## config.mk

```make
export PLATFORM = sky130hd
export DESIGN_NAME = epoch_seconds_to_calendar
export DESIGN_NICKNAME = d
export VERILOG_FILES = /design/src/rtl/es2cal_pkg.sv /design/src/rtl/es2cal_alu.sv /design/src/rtl/epoch_seconds_to_calendar.sv
export SDC_FILE = /design/constraint.sdc
export NUM_CORES = 1
export LEC_CHECK = 0
export ABC_AREA = 1
export ABC_CLOCK_PERIOD_IN_PS = 15400
export BUFFER_PORTS_ARGS = -buffer_cell sky130_fd_sc_hd__buf_2
export CAP_MARGIN = 20
export CORE_UTILIZATION = 66
export DETAILED_ROUTE_END_ITERATION = 16
export HOLD_SLACK_MARGIN = 0.05
export PLACE_DENSITY_LB_ADDON = 0.25
export SLEW_MARGIN = 20
export SYNTH_ARGS = -nofsm -noshare
export SYNTH_HDL_FRONTEND = slang
export SYNTH_SLANG_ARGS = --single-unit
```

## constraint.sdc

```tcl
create_clock -name clk -period 15.4 [get_ports clk]
set_clock_uncertainty 0.2 [all_clocks]
set_input_delay 0.77 -clock clk [delete_from_list [all_inputs] [get_ports clk]]
set_output_delay 0.77 -clock clk [all_outputs]
set_load 0.1 [all_outputs]
```

## src/rtl/es2cal_pkg.sv

```systemverilog
// constants and helpers for the epoch seconds to calendar converter
`timescale 1ns / 1ps
`default_nettype none

package es2cal_pkg;

	// field widths
	localparam int EPOCH_W  = 31;
	localparam int IN_TDATA_W  = 32;
	localparam int OUT_TDATA_W = 40;
	localparam int YEAR_W   = 11;
	localparam int MONTH_W  = 4;
	localparam int DOM_W    = 5;
	localparam int HOUR_W   = 5;
	localparam int MIN_W    = 6;
	localparam int SEC_W    = 6;
	localparam int WDAY_W   = 3;
	localparam int DAYS_W   = 15;

	// width of the shared subtractor
	localparam int ALU_W = 31;

	// divisors and calendar constants
	localparam int SECS_PER_DAY  = 86400;
	localparam int SECS_PER_HOUR = 3600;
	localparam int SECS_PER_MIN  = 60;
	localparam int DAYS_PER_WEEK = 7;
	localparam int DAYS_LEAP     = 366;
	localparam int DAYS_COMMON   = 365;
	localparam int WDAY_OFFSET   = 4;

	localparam logic [YEAR_W-1:0]  FIRST_YEAR     = 11'd1970;
	localparam logic [MONTH_W-1:0] LAST_MONTH_IDX = 4'd11;

	// top shift of each restoring division
	localparam logic [3:0] DAY_K  = 4'd14;
	localparam logic [3:0] HOUR_K = 4'd4;
	localparam logic [3:0] MIN_K  = 4'd5;
	localparam logic [3:0] WDAY_K = 4'd12;

	// month length, index from 0 for january
	function automatic logic [DOM_W-1:0] days_in_month(input logic [MONTH_W-1:0] idx,
		input logic leap);
		logic [DOM_W-1:0] d;
		case (idx) inside
			4'd1:                    d = leap ? 5'd29 : 5'd28;
			4'd3, 4'd5, 4'd8, 4'd10: d = 5'd30;
			default:                 d = 5'd31;
		endcase
		return d;
	endfunction

endpackage

`default_nettype wire

```

## src/rtl/es2cal_alu.sv

```systemverilog
// shared subtract and compare unit
`timescale 1ns / 1ps
`default_nettype none

module es2cal_alu #(
	parameter int W = es2cal_pkg::ALU_W
) (
	input  wire logic [W-1:0] a,
	input  wire logic [W-1:0] b,
	output logic      [W-1:0] diff,
	output logic              ge
);

	logic borrow;

	// one wide subtract, borrow gives the compare
	assign {borrow, diff} = {1'b0, a} - {1'b0, b};
	assign ge = ~borrow;

endmodule

`default_nettype wire

```

## src/rtl/epoch_seconds_to_calendar.sv

```systemverilog
// epoch seconds to calendar date: sequencer around one shared subtractor
// steps: restoring divisions of 15, 5, 6 and 13 steps for days, hours, minutes and
//   weekday, then one subtraction per year and per month
// a request is taken only while idle; the output register lets the next
//   request in while a result waits, a stalled result holds the month step
// reset: arst_n clears sequencer state and the output valid; payload is not reset
`timescale 1ns / 1ps
`default_nettype none

module epoch_seconds_to_calendar #(
	parameter int ALU_W = es2cal_pkg::ALU_W
) (
	input  wire logic        clk,
	input  wire logic        arst_n,
	input  wire logic        s_tvalid,
	output logic             s_tready,
	// [30:0] epoch_seconds, [31] zero pad
	input  wire logic [es2cal_pkg::IN_TDATA_W-1:0]  s_tdata,
	output logic             m_tvalid,
	input  wire logic        m_tready,
	// [10:0] year, [14:11] month, [19:15] day_of_month, [24:20] hour,
	// [30:25] minute, [36:31] second, [39:37] weekday
	output logic [es2cal_pkg::OUT_TDATA_W-1:0] m_tdata
);

	localparam logic [2:0] ST_IDLE = 3'd0;
	localparam logic [2:0] ST_DAYS = 3'd1;
	localparam logic [2:0] ST_HOUR = 3'd2;
	localparam logic [2:0] ST_MINS = 3'd3;
	localparam logic [2:0] ST_WDAY = 3'd4;
	localparam logic [2:0] ST_YEAR = 3'd5;
	localparam logic [2:0] ST_MNTH = 3'd6;

	logic [2:0]                              state_q;
	logic                                    m_tvalid_q;
	logic [ALU_W-1:0]                        rem_q;
	logic [es2cal_pkg::DAYS_W-1:0]           quo_q;
	logic [3:0]                              k_q;
	logic [es2cal_pkg::DAYS_W-1:0]           days_q;
	logic [es2cal_pkg::HOUR_W-1:0]           hour_q;
	logic [es2cal_pkg::MIN_W-1:0]            min_q;
	logic [es2cal_pkg::SEC_W-1:0]            sec_q;
	logic [es2cal_pkg::WDAY_W-1:0]           wday_q;
	logic [es2cal_pkg::YEAR_W-1:0]           year_q;
	logic [es2cal_pkg::MONTH_W-1:0]          mon_q;
	logic [es2cal_pkg::OUT_TDATA_W-1:0]      m_tdata_q;

	logic [ALU_W-1:0]                        alu_b;
	logic [ALU_W-1:0]                        alu_diff;
	logic                                    alu_ge;
	logic [ALU_W-1:0]                        rem_nx;
	logic [es2cal_pkg::DAYS_W-1:0]           quo_nx;
	logic                                    leap;
	logic                                    mon_take;
	logic                                    done;
	logic                                    out_load;
	logic [es2cal_pkg::MONTH_W-1:0]          month_out;
	logic [es2cal_pkg::DOM_W-1:0]            dom_out;

	// subtrahend per phase
	assign leap = (year_q[1:0] == 2'b00);
	always_comb begin
		unique case (state_q)
			ST_DAYS: alu_b = ALU_W'(es2cal_pkg::SECS_PER_DAY) << k_q;
			ST_HOUR: alu_b = ALU_W'(es2cal_pkg::SECS_PER_HOUR) << k_q;
			ST_MINS: alu_b = ALU_W'(es2cal_pkg::SECS_PER_MIN) << k_q;
			ST_WDAY: alu_b = ALU_W'(es2cal_pkg::DAYS_PER_WEEK) << k_q;
			ST_YEAR: alu_b = leap ? ALU_W'(es2cal_pkg::DAYS_LEAP)
				: ALU_W'(es2cal_pkg::DAYS_COMMON);
			ST_MNTH: alu_b = ALU_W'(es2cal_pkg::days_in_month(mon_q, leap));
			default: alu_b = '0;
		endcase
	end

	es2cal_alu #(.W(ALU_W)) u_alu (
		.a    (rem_q),
		.b    (alu_b),
		.diff (alu_diff),
		.ge   (alu_ge)
	);

	// restoring division step and month walk
	assign rem_nx   = alu_ge ? alu_diff : rem_q;
	assign quo_nx   = {quo_q[es2cal_pkg::DAYS_W-2:0], alu_ge};
	assign mon_take = (mon_q != es2cal_pkg::LAST_MONTH_IDX) && alu_ge;
	assign done     = (state_q == ST_MNTH) && !mon_take;
	assign out_load = done && (!m_tvalid_q || m_tready);

	assign month_out = mon_q + 4'd1;
	assign dom_out   = rem_q[es2cal_pkg::DOM_W-1:0] + 5'd1;

	// sequencer and output valid
	always_ff @(posedge clk or negedge arst_n) begin
		if (!arst_n) begin
			state_q    <= ST_IDLE;
			m_tvalid_q <= 1'b0;
		end else begin
			unique case (state_q)
				ST_IDLE: if (s_tvalid) state_q <= ST_DAYS;
				ST_DAYS: if (k_q == 4'd0) state_q <= ST_HOUR;
				ST_HOUR: if (k_q == 4'd0) state_q <= ST_MINS;
				ST_MINS: if (k_q == 4'd0) state_q <= ST_WDAY;
				ST_WDAY: if (k_q == 4'd0) state_q <= ST_YEAR;
				ST_YEAR: if (!alu_ge) state_q <= ST_MNTH;
				ST_MNTH: if (out_load) state_q <= ST_IDLE;
				default: state_q <= ST_IDLE;
			endcase
			if (out_load) begin
				m_tvalid_q <= 1'b1;
			end else if (m_tready) begin
				m_tvalid_q <= 1'b0;
			end
		end
	end

	// working registers
	always_ff @(posedge clk) begin
		case (state_q)
			ST_IDLE: begin
				rem_q <= ALU_W'(s_tdata[es2cal_pkg::EPOCH_W-1:0]);
				quo_q <= '0;
				k_q   <= es2cal_pkg::DAY_K;
			end
			ST_DAYS: begin
				rem_q <= rem_nx;
				quo_q <= quo_nx;
				k_q   <= k_q - 4'd1;
				if (k_q == 4'd0) begin
					days_q <= quo_nx;
					quo_q  <= '0;
					k_q    <= es2cal_pkg::HOUR_K;
				end
			end
			ST_HOUR: begin
				rem_q <= rem_nx;
				quo_q <= quo_nx;
				k_q   <= k_q - 4'd1;
				if (k_q == 4'd0) begin
					hour_q <= quo_nx[es2cal_pkg::HOUR_W-1:0];
					quo_q  <= '0;
					k_q    <= es2cal_pkg::MIN_K;
				end
			end
			ST_MINS: begin
				rem_q <= rem_nx;
				quo_q <= quo_nx;
				k_q   <= k_q - 4'd1;
				if (k_q == 4'd0) begin
					min_q <= quo_nx[es2cal_pkg::MIN_W-1:0];
					sec_q <= rem_nx[es2cal_pkg::SEC_W-1:0];
					rem_q <= ALU_W'(days_q) + ALU_W'(es2cal_pkg::WDAY_OFFSET);
					k_q   <= es2cal_pkg::WDAY_K;
				end
			end
			ST_WDAY: begin
				rem_q <= rem_nx;
				k_q   <= k_q - 4'd1;
				if (k_q == 4'd0) begin
					wday_q <= rem_nx[es2cal_pkg::WDAY_W-1:0];
					rem_q  <= ALU_W'(days_q);
					year_q <= es2cal_pkg::FIRST_YEAR;
				end
			end
			ST_YEAR: begin
				if (alu_ge) begin
					rem_q  <= alu_diff;
					year_q <= year_q + 11'd1;
				end else begin
					mon_q <= '0;
				end
			end
			ST_MNTH: begin
				if (mon_take) begin
					rem_q <= alu_diff;
					mon_q <= mon_q + 4'd1;
				end
			end
			default: begin
			end
		endcase
		if (out_load) begin
			m_tdata_q <= {wday_q, sec_q, min_q, hour_q, dom_out, month_out, year_q};
		end
	end

	assign s_tready = (state_q == ST_IDLE);
	assign m_tvalid = m_tvalid_q;
	assign m_tdata  = m_tdata_q;

endmodule

`default_nettype wire

```

==> report_table.html, run 1 <==
<table>
<tr><th>Metric</th><th>Value</th></tr>
<tr><th colspan="2">Worst setup path</th></tr>
<tr><td>Delay of the slowest critical-path stage</td><td>0.72 ns</td></tr>
<tr><td>RR Endpoint</td><td>m_tdata[11]</td></tr>
<tr><td>Critical path peak fanout</td><td>40</td></tr>
<tr><td>Data arrival, critical path</td><td>5.90 ns</td></tr>
<tr><td>Required time of the critical path</td><td>15.28 ns</td></tr>
<tr><td>Worst path cell trace</td><td>clkinv_2 &gt; nand3_2 &gt; clkinv_1 &gt; o31ai_1 &gt; o21ai_0 &gt; a22oi_1 &gt; ha_1 &gt; nand2_1 &gt; nor2_1 &gt; nand2_1 &gt; nand2_1 &gt; a21oi_2 &gt; nand2_4 &gt; nand2_4 &gt; nand3_1 &gt; inv_1 &gt; buf_4</td></tr>
<tr><td>Length in cells of the worst reg-to-reg path</td><td>17</td></tr>
<tr><td>Reg2Reg Launch Point</td><td>state_q[2]</td></tr>
<tr><td>Cell with the most instances on the worst path</td><td>nand2_1</td></tr>
<tr><td>Kind of launch point of the worst setup path</td><td>flop</td></tr>
<tr><td>Slowest CP cell</td><td>a21oi_2</td></tr>
<tr><td>Critical Setup Path Class</td><td>flop to flop</td></tr>
<tr><td>CP endpoint kind</td><td>flop</td></tr>
<tr><td>Worst reg2reg setup slack</td><td>9.38 ns</td></tr>
<tr><th colspan="2">GRT</th></tr>
<tr><td>Pin count of the biggest net entering global routing</td><td>41</td></tr>
<tr><td>Via count of the first global-routing pass</td><td>8,168</td></tr>
<tr><td>First-pass GRT wire length</td><td>43.5 mm</td></tr>
<tr><td>Gr ovfl total</td><td>0</td></tr>
<tr><td>Number of antenna violations at the first check in global routing</td><td>0</td></tr>
<tr><td>All-layer global routing usage</td><td>0.391</td></tr>
<tr><th colspan="2">Layout</th></tr>
<tr><td>Layout cell share with drive strength beyond 1</td><td>0.150</td></tr>
<tr><td>Commonest cells after routing, fill and taps aside</td><td>342 x nand2_1, 158 x inv_1, 139 x edfxtp_1</td></tr>
<tr><td>Syn-to-layout area delta</td><td>10.9%</td></tr>
<tr><td>Post-route non-filler standard cell count</td><td>1,485</td></tr>
<tr><td>Total number of nets in the final design</td><td>1,365</td></tr>
<tr><td>Most common cell after layout, fill and taps aside</td><td>nand2_1</td></tr>
<tr><th colspan="2">Route</th></tr>
<tr><td>Number of DRC markers after the initial detailed-route iteration</td><td>1,100</td></tr>
<tr><td>Number of routed nets with antenna violations</td><td>0</td></tr>
<tr><td>Routed WL per cell</td><td>19.1 um</td></tr>
<tr><td>Detailed-route vias per instance</td><td>5.95</td></tr>
<tr><td>Vias</td><td>8,842</td></tr>
<tr><td>Length of the first detailed-routing pass in iterations</td><td>6</td></tr>
<tr><td>DRC</td><td>0</td></tr>
<tr><td>WL final</td><td>28.4 mm</td></tr>
<tr><th colspan="2">Clocking</th></tr>
<tr><td>Clock transition at the registers of the reported paths</td><td>0.07 ns</td></tr>
<tr><td>Source-to-sink clock delay at the later pin of the worst-skew pair</td><td>0.45 ns</td></tr>
<tr><td>TritonCTS clock tree</td><td>built</td></tr>
<tr><td>Post-CTS setup buffers</td><td>0</td></tr>
<tr><td>Maximum clock insertion buffer count</td><td>2</td></tr>
<tr><td>Clock buffer count from CTS</td><td>17</td></tr>
<tr><td>Number of sinks driven by the clock tree</td><td>143</td></tr>
<tr><td>Count of H-tree levels built during CTS</td><td>4</td></tr>
<tr><td>CTS root buf</td><td>clkbuf_16</td></tr>
<tr><th colspan="2">Synthesis</th></tr>
<tr><td>Top cells by area, synth</td><td>edfxtp_1 43%, nand2_1 13%, inv_1 6.1%</td></tr>
<tr><td>Share of synthesized area spent on multiplexers</td><td>0</td></tr>
<tr><td>Async SR Flop Fraction</td><td>0.0280</td></tr>
<tr><td>Synth Area in Compound Gates</td><td>0.108</td></tr>
<tr><td>Netlist Area Pre-Place</td><td>9740 um2</td></tr>
<tr><td>Post-Synthesis Cells</td><td>1,214</td></tr>
<tr><td>Part of the Yosys area used for sequential elements</td><td>0.439</td></tr>
<tr><td>Share of the synthesized area in the top cell type</td><td>0.428</td></tr>
<tr><td>Adder and majority cell fraction of the synthesized area</td><td>0.0547</td></tr>
<tr><td>Number of warning messages in the yosys log</td><td>0</td></tr>
<tr><td>Synth Area per Inst</td><td>8.03 um2</td></tr>
<tr><td>Leading area contributor after synthesis</td><td>edfxtp_1</td></tr>
<tr><td>Post-synthesis cell type count</td><td>57</td></tr>
<tr><td>Basic-gate share of the synthesized area counting and, or, nand and nor cells</td><td>0.288</td></tr>
<tr><td>Number of flops mapped to enable cells by yosys</td><td>139</td></tr>
<tr><td>Net count after synthesis</td><td>1,292</td></tr>
<tr><td>Largest family of logic cells by synthesized area</td><td>simple AND/OR/NAND/NOR gates</td></tr>
<tr><td>Most used DFF post-synth</td><td>edfxtp_1</td></tr>
<tr><td>Xor and xnor area share after synthesis</td><td>0.0216</td></tr>
<tr><td>Number of flip-flops and latches in the synthesized netlist</td><td>143</td></tr>
<tr><th colspan="2">Timing</th></tr>
<tr><td>Slew at the pin with the worst max-slew slack</td><td>0.929 ns</td></tr>
<tr><td>Final cycle utilization of the critical path</td><td>0.391</td></tr>
<tr><td>Unrepaired setup endpoints after global routing</td><td>no</td></tr>
<tr><td>Accumulated negative setup slack</td><td>0 ns</td></tr>
<tr><td>Final period demand of the worst path</td><td>6.02 ns</td></tr>
<tr><td>Hold Fails Final Rpt</td><td>0</td></tr>
<tr><td>Number of setup violations in the final report</td><td>0</td></tr>
<tr><td>FMAX</td><td>166 MHz</td></tr>
<tr><td>Worst max-slew margin expressed relative to the limit</td><td>0.379</td></tr>
<tr><td>Smallest hold slack</td><td>0.219 ns</td></tr>
<tr><td>Max-slew violations</td><td>0</td></tr>
<tr><td>Smallest setup slack after layout</td><td>9.38 ns</td></tr>
<tr><th colspan="2">Worst hold path</th></tr>
<tr><td>HP Class</td><td>flop to flop</td></tr>
<tr><td>Hold path cells</td><td>0</td></tr>
<tr><td>Destination of the worst hold path</td><td>m_tdata[29]</td></tr>
<tr><td>Origin of the worst min-delay path</td><td>min_q[4]</td></tr>
<tr><th colspan="2">Flow run</th></tr>
<tr><td>Number of maximum-capacitance violations</td><td>0</td></tr>
<tr><th colspan="2">Floorplan</th></tr>
<tr><td>Height of the die</td><td>124 um</td></tr>
<tr><td>Die X</td><td>124 um</td></tr>
<tr><td>Row count</td><td>44</td></tr>
<tr><td>Count of pins on the block boundary</td><td>78</td></tr>
<tr><td>Overall die area</td><td>15,300 um2</td></tr>
<tr><td>Core Area</td><td>14,500 um2</td></tr>
<tr><td>Initial standard-cell utilization of the core</td><td>0.673</td></tr>
<tr><th colspan="2">Placement</th></tr>
<tr><td>Dpl ws</td><td>9.55 ns</td></tr>
<tr><td>HPWL Detailed</td><td>20.3 mm</td></tr>
<tr><td>Dpl cells</td><td>1,451</td></tr>
<tr><td>Weighted congestion reported at the end of routability-driven placement</td><td>0.995</td></tr>
<tr><td>Port-buffer cells</td><td>76</td></tr>
<tr><th colspan="2">Run status</th></tr>
<tr><td>Outcome</td><td>finished clean</td></tr>
</table>
==> what timing repair did <==
item,CTS,global route
hold buffers,1,0
endpoints found under the hold margin,4,0
resized for setup,0,0
==> sequential cells by signal (all words and copies together) (netlist names) <==
signal and cells:
mon_q 4, m_tdata 40, sec_q 6, year_q 11, state_q 3, m_tvalid 1, rem_q 31, quo_q 14
days_q 15, wday_q 3, hour_q 5, min_q 6, k_q 4
==> layer usage <==
layer | track usage | part of all wire | vias to the layer above
met1 | 0.512 | 0.40 | 4054
met3 | 0.132 | 0.12 | 83
met5 | 0 | 0 | -
met4 | 0.157 | 0.033 | 0
li1 | - | - | 4162
met2 | 0.595 | 0.44 | 543
==> critical path, delay by kind of cell (launching register included) <==
kind / cells / cell delay [ns]
fa+ha+maj: 1 / 0.33
flops: 1 / 0.61
compound gates: 4 / 1.68
simple gates: 8 / 1.53
buf+inv: 4 / 1.26
==> how the worst max path moves through the flow <==
stage	startpoint	endpoint	cells after the start
finish	state_q[2]	m_tdata[11]	17
global route	state_q[2]	m_tdata[18]	24
CTS	state_q[2]	m_tdata[18]	24
detailed placement	state_q[2]	m_tdata[14]	22
global placement	state_q[2]	m_tdata[14]	22
floorplan	state_q[2]	rem_q[0]	21
==> final cells by class <==
type	instances	area, um2
diodes	1	2.50
clock buffers	17	425
clock inverters	15	175
fillers	1074	3670
inverters	176	674
multi-input cells	868	4610
flip-flops and latches	143	4270
well taps	184	230
repair buffers	81	420
==> Yosys cell counts, drive strengths merged, types with 8 or more instances <==
cell type  number
inv           173
or2            11
nor3           13
nand4          10
ha             41
clkbuf         11
buf            16
nand3          80
edfxtp        139
a21oi          74
nand3b         13
a22oi           8
nor2          138
xor2           12
nand2         365
o21ai          49
xnor2          12
==> kinds of logic (layout without fill, tap and decap cells) <==
| family | Yosys count | count (layout) |
|---|---|---|
| other | 0 | 1 |
| XOR/XNOR | 24 | 24 |
| flip-flops | 143 | 143 |
| AO/OA/AOI/OAI | 168 | 168 |
| AND/OR/NAND/NOR | 634 | 634 |
| adder cells (fa/ha/maj) | 42 | 42 |
| buffers and inverters | 203 | 289 |
==> stage by stage <==
stage                util  area [um2]
finish              0.747       10800
detailed placement  0.704       10200
global placement    0.704       10200
global route        0.746       10800
floorplan               -        9740
CTS                 0.746       10800
Power of run 1 is left out: the tool's default activity adds up to more than one toggle a clock period on the data nets, which glitch-free logic cannot reach.
==> run 2, diff against run 1 <==
Settings changed: ABC_CLOCK_PERIOD_IN_PS 15400 to 6100, CORE_UTILIZATION 66 to 61.
Clock period 15.4 ns to 6.1 ns, I/O delays scaled along.
==> run 2 against run 1 <==
  * Register-to-register slack lost 8.5 ns
  * Die area grew 8.1%
  * Core utilization shrank 2.0 points
  * Critical endpoint is now year_q[5]
==> report_table.html, run 2 (same netlist as run 1, synthesis figures left out) <==
<table>
<tr><th>Metric</th><th>Value</th></tr>
<tr><th colspan="2">Clocking</th></tr>
<tr><td>Number of cells upsized or downsized after cts</td><td>0 (unchanged)</td></tr>
<tr><td>CTS root buf</td><td>clkbuf_16</td></tr>
<tr><td>Maximum clock insertion buffer count</td><td>2 (unchanged)</td></tr>
<tr><td>Source-to-sink clock delay at the later pin of the worst-skew pair</td><td>0.43 ns (-0.02 ns)</td></tr>
<tr><td>Number of sinks driven by the clock tree</td><td>143 (unchanged)</td></tr>
<tr><td>Count of H-tree levels built during CTS</td><td>4 (unchanged)</td></tr>
<tr><td>Clock buffer count from CTS</td><td>17 (unchanged)</td></tr>
<tr><td>TritonCTS clock tree</td><td>built</td></tr>
<tr><td>Clock transition at the registers of the reported paths</td><td>0.07 ns (about the same)</td></tr>
<tr><th colspan="2">Layout</th></tr>
<tr><td>Antenna cell count</td><td>0 (-1)</td></tr>
<tr><td>Area used by multi-input combinational logic</td><td>4610 um2 (unchanged)</td></tr>
<tr><td>Commonest cells after routing, fill and taps aside</td><td>342 x nand2_1, 158 x inv_1, 139 x edfxtp_1</td></tr>
<tr><td>Layout cell share with drive strength beyond 1</td><td>0.148 (-0.00243)</td></tr>
<tr><td>Total number of nets in the final design</td><td>1,401 (+2.6%)</td></tr>
<tr><td>Largest register FFs</td><td>40 (unchanged)</td></tr>
<tr><td>Syn-to-layout area delta</td><td>14.7%</td></tr>
<tr><td>Area occupied by registers</td><td>4270 um2 (unchanged)</td></tr>
<tr><td>Most common cell after layout, fill and taps aside</td><td>nand2_1</td></tr>
<tr><td>Filler cell count in the final layout</td><td>1,216 (+13%)</td></tr>
<tr><th colspan="2">GRT</th></tr>
<tr><td>Via count of the first global-routing pass</td><td>8,104 (-0.78%)</td></tr>
<tr><td>All-layer global routing usage</td><td>0.338 (-0.0531)</td></tr>
<tr><td>First-pass GRT wire length</td><td>41.6 mm (-4.4%)</td></tr>
<tr><td>Gr ovfl total</td><td>0 (unchanged)</td></tr>
<tr><td>Number of antenna violations at the first check in global routing</td><td>1 (+1)</td></tr>
<tr><td>Pin count of the biggest net entering global routing</td><td>41 (unchanged)</td></tr>
<tr><th colspan="2">Floorplan</th></tr>
<tr><td>Height of the die</td><td>128 um (+4.0%)</td></tr>
<tr><td>Count of pins on the block boundary</td><td>78 (unchanged)</td></tr>
<tr><td>Die X</td><td>128 um (+4.0%)</td></tr>
<tr><td>Overall die area</td><td>16,500 um2 (+8.1%)</td></tr>
<tr><td>Initial standard-cell utilization of the core</td><td>0.634 (-0.0391)</td></tr>
<tr><td>Core Area</td><td>15,400 um2 (+6.2%)</td></tr>
<tr><td>Row count</td><td>45 (+2.3%)</td></tr>
<tr><th colspan="2">Worst hold path</th></tr>
<tr><td>Origin of the worst min-delay path</td><td>s_tvalid</td></tr>
<tr><td>Hold path cells</td><td>5 (+5)</td></tr>
<tr><td>HP Class</td><td>primary input to flop</td></tr>
<tr><td>Destination of the worst hold path</td><td>state_q[0]</td></tr>
<tr><th colspan="2">Worst setup path</th></tr>
<tr><td>Critical path peak fanout</td><td>16 (-60%)</td></tr>
<tr><td>Critical Setup Path Class</td><td>flop to flop</td></tr>
<tr><td>Length in cells of the worst reg-to-reg path</td><td>22 (+5)</td></tr>
<tr><td>Buf+Inv Stages, Crit Path</td><td>5 (+1)</td></tr>
<tr><td>RR Endpoint</td><td>year_q[5]</td></tr>
<tr><td>Kind of launch point of the worst setup path</td><td>flop</td></tr>
<tr><td>Data arrival, critical path</td><td>5.11 ns (-0.79 ns)</td></tr>
<tr><td>CP endpoint kind</td><td>flop</td></tr>
<tr><td>Reg2Reg Launch Point</td><td>state_q[2]</td></tr>
<tr><td>Slowest CP cell</td><td>dfrtp_1</td></tr>
<tr><td>Crit-path leading delay family</td><td>simple AND/OR/NAND/NOR gates</td></tr>
<tr><td>Delay of the slowest critical-path stage</td><td>0.59 ns (-0.13 ns)</td></tr>
<tr><td>Worst path cell trace</td><td>clkinv_2 &gt; nand3_2 &gt; nand2_4 &gt; nor2_4 &gt; nand2_1 &gt; nand2_1 &gt; o31ai_1 &gt; o21ai_0 &gt; nand2_1 &gt; o21ai_0 &gt; inv_1 &gt; ha_1 &gt; nand2_1 &gt; nor2_4 &gt; nand2_1 &gt; nor3b_2 &gt; nand2_2 &gt; nand2_4 &gt; buf_4 &gt; inv_1 &gt; o21ai_0 &gt; buf_4</td></tr>
<tr><td>Worst reg2reg setup slack</td><td>0.91 ns (-8.46 ns)</td></tr>
<tr><td>Cell with the most instances on the worst path</td><td>nand2_1</td></tr>
<tr><td>Required time of the critical path</td><td>6.02 ns (-9.26 ns)</td></tr>
<tr><th colspan="2">Timing</th></tr>
<tr><td>Final period demand of the worst path</td><td>5.19 ns (-0.838 ns)</td></tr>
<tr><td>Hold Fails Final Rpt</td><td>0 (unchanged)</td></tr>
<tr><td>Final cycle utilization of the critical path</td><td>0.850 (+0.459)</td></tr>
<tr><td>Unrepaired setup endpoints after global routing</td><td>no</td></tr>
<tr><td>Max-slew violations</td><td>0 (unchanged)</td></tr>
<tr><td>Accumulated negative setup slack</td><td>0 ns (unchanged)</td></tr>
<tr><td>Worst max-slew margin expressed relative to the limit</td><td>0.311 (-0.0677)</td></tr>
<tr><td>Number of setup violations in the final report</td><td>0 (unchanged)</td></tr>
<tr><td>FMAX</td><td>193 MHz (+16%)</td></tr>
<tr><td>Slew at the pin with the worst max-slew slack</td><td>1.02 ns (+0.0963 ns)</td></tr>
<tr><th colspan="2">Flow run</th></tr>
<tr><td>Number of maximum-capacitance violations</td><td>0 (unchanged)</td></tr>
<tr><th colspan="2">Route</th></tr>
<tr><td>Number of DRC markers after the initial detailed-route iteration</td><td>845 (-23%)</td></tr>
<tr><td>WL final</td><td>26.6 mm (-6.3%)</td></tr>
<tr><td>Routed WL per cell</td><td>17.2 um (-10%)</td></tr>
<tr><td>Vias</td><td>8,654 (-2.1%)</td></tr>
<tr><td>Length of the first detailed-routing pass in iterations</td><td>6 (unchanged)</td></tr>
<tr><td>Number of routed nets with antenna violations</td><td>0 (unchanged)</td></tr>
<tr><td>DRC</td><td>0 (unchanged)</td></tr>
<tr><td>Detailed-route vias per instance</td><td>5.60 (-6.0%)</td></tr>
<tr><th colspan="2">Placement</th></tr>
<tr><td>Port-buffer cells</td><td>76 (unchanged)</td></tr>
<tr><td>HPWL Detailed</td><td>19.5 mm (-4.4%)</td></tr>
<tr><td>Weighted congestion reported at the end of routability-driven placement</td><td>0.969 (-2.6%)</td></tr>
<tr><th colspan="2">Run status</th></tr>
<tr><td>Outcome</td><td>finished clean</td></tr>
</table>
run 2: cell types whose count changed in the layout (fill, tap and decap cells not counted):
cell,delta
diode_2,-1
buf_4,+3
inv_8,-1
clkinv_8,-1
inv_6,+1
dlygate4sd3_1,+33
run 2: worst register-to-register path, cell delays in order (launching register included):
cell	delay (ns)
dfrtp_1	0.59
clkinv_2	0.37
nand3_2	0.33
nand2_4	0.13
nor2_4	0.17
nand2_1	0.14
nand2_1	0.11
o31ai_1	0.12
o21ai_0	0.31
nand2_1	0.07
o21ai_0	0.08
inv_1	0.06
ha_1	0.38
nand2_1	0.18
nor2_4	0.13
nand2_1	0.10
nor3b_2	0.23
nand2_2	0.11
nand2_4	0.22
buf_4	0.28
inv_1	0.14
o21ai_0	0.20
buf_4	0.24
run 2: cell type report:
| type | count | share of cell area |
|---|---|---|
| Clock buffer | 17 | 0.0381 |
| Clock inverter | 14 | 0.0140 |
| Inverter | 176 | 0.0604 |
| Multi-Input combinational cell | 868 | 0.412 |
| Sequential cell | 143 | 0.382 |
| Tap cell | 211 | 0.0236 |
| Timing Repair Buffer | 117 | 0.0692 |
run 2: stage by stage:
stage	hold WS (ns)	setup slack, ns	cells	area [um2]	utilization
after floorplan	-0.191	0.420	1214	9740	-
after detailed placement	-0.0871	1.05	1481	10200	0.667
final	0.198	0.913	1546	11200	0.727
after CTS	0.190	1.02	1546	11200	0.727
after global placement	-0.0875	1.09	1481	10200	0.667
after global routing	0.222	0.570	1546	11200	0.727
run 2: worst max-delay path by stage:
stage,end,from,cells past startpoint,slack [ns]
CTS,year_q[5],state_q[2],22,1.02
global route,year_q[10],state_q[2],22,0.57
detailed placement,year_q[8],state_q[2],22,1.05
finish,year_q[5],state_q[2],22,0.91
floorplan,rem_q[0],state_q[2],21,0.42
global placement,m_tdata[13],state_q[2],19,1.09
run 2: what timing repair did:
item                                    in CTS  in global routing
setup buffers                                0                  0
hold buffers                                34                  0
endpoints found under the setup margin       0                  0
endpoints found under the hold margin       36                  0
run 2: routing by layer:
| metal | vias to the layer above | global-route usage | share of wire |
|---|---|---|---|
| met3 | 78 | 0.0948 | 0.097 |
| met4 | 0 | 0.152 | 0.035 |
| li1 | 4249 | - | - |
| met2 | 424 | 0.520 | 0.44 |
| met1 | 3903 | 0.447 | 0.43 |
| met5 | - | 0 | 0 |
Power of run 2 is left out for the same reason.
